[src/sv/bgti_ram.sv]
// Generic single-write, single-read RAM with a registered read port.
module bgti_ram #(
  parameter int WIDTH = 16,
  parameter int DEPTH = 16,
  localparam int AW = (DEPTH > 1) ? $clog2(DEPTH) : 1
) (
  input  logic             clk,
  input  logic             wr_en,
  input  logic [AW-1:0]    wr_addr,
  input  logic [WIDTH-1:0] wr_data,
  input  logic [AW-1:0]    rd_addr,
  output logic [WIDTH-1:0] rd_data
);

  logic [WIDTH-1:0] mem_r [DEPTH];
  logic [WIDTH-1:0] rd_data_r;

  // Write port and registered read port.
  always_ff @(posedge clk) begin
    if (wr_en) begin
      mem_r[wr_addr] <= wr_data;
    end
    rd_data_r <= mem_r[rd_addr];
  end

  assign rd_data = rd_data_r;

endmodule

[config.mk]
export PLATFORM = sky130hd
export DESIGN_NAME = bgti_ram
export DESIGN_NICKNAME = d
export VERILOG_FILES = /design/src/sv/bgti_ram.sv
export SDC_FILE = /design/constraint.sdc
export NUM_CORES = 1
export LEC_CHECK = 0
export ABC_AREA = 1
export BUFFER_PORTS_ARGS = -buffer_cell sky130_fd_sc_hd__buf_2
export CAP_MARGIN = 40
export CORE_MARGIN = 2
export CORE_UTILIZATION = 55
export DETAILED_ROUTE_END_ITERATION = 10
export GPL_ROUTABILITY_DRIVEN = 0
export PLACE_DENSITY = 0.72
export SLEW_MARGIN = 20
export SYNTH_ARGS = -nofsm -noshare
export SYNTH_HDL_FRONTEND = slang
export SYNTH_SLANG_ARGS = --single-unit
[constraint.sdc]
create_clock -name clk -period 1.7 [get_ports clk]
set_clock_uncertainty 0.2 [all_clocks]
set_input_delay 0 -clock clk [delete_from_list [all_inputs] [get_ports clk]]
set_output_delay 0 -clock clk [all_outputs]
set_load 0.02 [all_outputs]
## Word level (Yosys, flattened, before mapping)

Memory sizes are Yosys's and may differ from the RTL's. A register that Yosys moved wholly into a read port is not among the register bits.
Cells that the tools add are included.

- Register bits after elaboration: 0
- RAM bits: 256
- Bits of input ports: 26
- Logic and storage cells: 3
- Memories kept: 1

Memories:

| memory | depth | bits a word | read ports | clocked after memory_dff | write ports | RTL line | source |
|---|---|---|---|---|---|---|---|
| mem_r | 16 | 16 | 1 | 1 | 1 | 15 | `logic [WIDTH-1:0] mem_r [DEPTH];` |

- Multiplexer cells: 2

Operator list:

| operator | number |
|---|---|
| $mux W1 | 2 |

## Depth between registers and ports, before layout

- Depth in word-level cells: 2
- Mapped depth: 9
- Depth with buffers taken out: 7

## Least setup slack after synthesis

OpenSTA, ideal clock, no wires.

- Path type: input to register
- From: in wr_addr[2]
- To: mem mem_r[10][0], enable pin
- Data arrival time: 0.911 ns
- Slack: 0.200 ns
- Stages: 2
- Buffers on the path: 0
- Cell sequence: nand3b_1 nor2_1

RTL lines:

| item | RTL line | source |
|---|---|---|
| from (decl) | 9 | `input logic [AW-1:0] wr_addr,` |
| to (decl) | 15 |  |

No word-level cell before the write port.

==> flow_summary.toml <==
[global_route]
antenna_violations_before_repair = 0
gr-total-overflow = 0
grt_max_degree = 129
globalRouteTotalUtil = 0.250
via_count_of_the_first_global_routing_pass = 7389
grt_first_pass_wirelength_mm = 41.4

[final_layout]
fin_nets = 1197
num_antenna_cells = 0
layout-drive-gt1-share = 0.123
synthToLayoutAreaGrowth_pct = 17.4
finalInstanceArea_um2 = 13400

[cts]
clock_path_buffers = 3
worst_skew_pair.late_latency_ns = 0.53
htree_num_levels = 1
cts.sink_count = 272
cts_tree = "built"
cts-root-buf = "clkbuf_16"
clock_slew_seen_by_the_registers_of_the_worst_setup_and_hold_paths_ns = 0.06
tritoncts.num_buffers = 27

[setup_path]
crit_fanout = 11
worst-r2r-cell-count = 6
crit_required_ns = 1.97
startpoint_type = "input pin"
cp_class = "input pin to flop"
worstSetupEndpointType = "flop"
cp_data_arrival_time_ns = 1.93

[synthesis]
ys_types = 13
ys_seq_area_frac = 0.704
fraction_of_synthesis_flops_using_an_asynchronous_set_or_reset_pin = 0
synth_top_area_frac = 0.675
postSynthCellCount = 1074
synth.largest_area_cell = "edfxtp_1"
synth_top_cells_by_area = "edfxtp_1 68%, nand2_1 11%, nand3_1 8.5%"
synthesis.nets = 1100
syn-cell-area_um2 = 11400
post_synth_edffs = 256
synth_commonest_cells = "341 x nand2_1, 256 x edfxtp_1, 196 x inv_1"
ys_ff_latch = 272
synthesis.area_per_instance_um2 = 10.6
synthesis.yosys.warnings = 0
synthFlopType = "edfxtp_1"
post-synth-top-count-cell = "nand2_1"

[sta]
finalSetupViolCount = 0
timing.final.crit_share = 0.978
rsz_0062_raised_after_global_routing = "no"
timing_worst_slew_pin_value_ns = 0.884
timing.final.ws_setup_ns = 0.0381
totalNegativeSetupSlack_ns = 0
timing.final.hold_violations = 0
maxClockFrequency_ghz = 0.602
finalMaxSlewViolations = 0
slew_headroom = 0.409
period_minus_slack_ns = 1.66

[pwr]
ir_worst_vdd_mv = 0.709
total_power_mw = 14.3
power_leakage_nw = 5.78
pwr_density_cell_nw_per_um2 = 1070

[detailed_routing]
via_density_per_instance = 5.32
drt_iter0_markers = 704
routedWlPerCell_um = 18.7
postRouteAntennaNets = 0
detail_route.wirelength_mm = 27.3
post-route-drc-count = 0
drt_pass1_iterations = 5
via_count = 7768

[floorplan]
placement_rows = 52
design.portCount = 42
dieHeight_um = 148
fp.dieW_um = 148
design.die.area_um2 = 21900
initial_utilization = 0.561
placeableCoreArea_um2 = 20300

[min_path]
hold_depth = 7
worst_hold_path_type = "input pin to flop"

[placement]
place_area_um2 = 12200
dp_hpwl_mm = 15.0
placement.io_buffers = 41
dp_worst_setup_slack_ns = 0.241

[run]
drv_cap = 0

[run_status]
outcome = "finished, final reports clean"
==> cell families (layout without fill, tap and decap cells) <==
kind of cell	after synthesis	after routing	share of synthesized area
simple gates	553	553	0.204
buf+inv	249	366	0.0921
flops	272	272	0.704
==> report_power, final <==
part | leakage, nW | switching (mW) | internal, mW
Sequential | 2.45 | 0.0499 | 7.49
Clock | 0.414 | 2.38 | 3.31
Combinational | 2.92 | 0.697 | 0.341
==> flip-flops by register name, indices dropped and copies added, names as in the netlist <==
signal,flops
mem_r,256
rd_data,16
==> layer usage <==
metal | routed length (um) | vias up | track usage
met5 | 0 | - | 0
met4 | 934 | 0 | 0.0929
met2 | 13200 | 344 | 0.413
li1 | - | 3653 | -
met3 | 2120 | 67 | 0.0395
met1 | 11000 | 3704 | 0.339
==> stage by stage <==
| step | util | hold WS (ns) | instances |
|---|---|---|---|
| finish | 0.658 | 0.00997 | 1461 |
| global route | 0.658 | 0.0444 | 1461 |
| CTS | 0.657 | 0.0111 | 1461 |
| detailed placement | 0.599 | 0.183 | 1379 |
| global placement | 0.599 | 0.183 | 1379 |
| floorplan | - | -0.101 | 1074 |
==> placed cells by master (no fill, tap or decap) <==
| cell type | netlist | routed |
|---|---|---|
| buf_12 | 0 | 14 |
| clkinv_2 | 0 | 7 |
| edfxtp_1 | 256 | 256 |
| nor2_4 | 0 | 2 |
| inv_2 | 2 | 1 |
| nand3b_1 | 2 | 2 |
| bufinv_16 | 0 | 2 |
| buf_2 | 19 | 40 |
| dfxtp_1 | 16 | 16 |
| clkbuf_1 | 10 | 10 |
| nand3_1 | 193 | 193 |
| nand2_2 | 0 | 1 |
| buf_4 | 18 | 35 |
| nand2_1 | 341 | 340 |
| nor2_1 | 17 | 1 |
| dlygate4sd3_1 | 0 | 29 |
| clkbuf_8 | 0 | 2 |
| nor2_2 | 0 | 14 |
| clkbuf_16 | 0 | 28 |
| clkinv_1 | 0 | 2 |
| inv_1 | 196 | 196 |
==> worst max-delay path, cell delays in order <==
cell	delay, ns
buf_2	0.12
buf_12	0.12
dlygate4sd3_1	1.14
nand3_1	0.20
nand3_1	0.12
nand3_1	0.14
nand2_1	0.09
==> path summary, 6_finish.rpt <==
kind                               startpoint          end  slack, ns
worst max register to register   mem_r[3][11]  rd_data[11]       0.47
worst min register to register  mem_r[10][11]  rd_data[11]       0.45
worst min-delay path               rd_addr[1]   rd_data[3]       0.01
worst max-delay path               rd_addr[1]  rd_data[11]       0.04
==> layout make-up <==
| class | instances | area, um^2 |
|---|---|---|
| sequential | 272 | 8010 |
| fill | 1530 | 6940 |
| multi-input combinational | 553 | 2380 |
| timing repair buffer | 119 | 1060 |
| inverter | 198 | 744 |
| clock buffer | 39 | 741 |
| tap | 270 | 338 |
| clock inverter | 10 | 97.6 |
==> timing repair <==
item	4_1_cts	5_1_grt
hold buffers	33	1
endpoints found under the hold margin	312	1
resized for setup	0	3
endpoints found under the setup margin	0	6
buffers inserted	0	1
(Power assumes the default switching activity.)
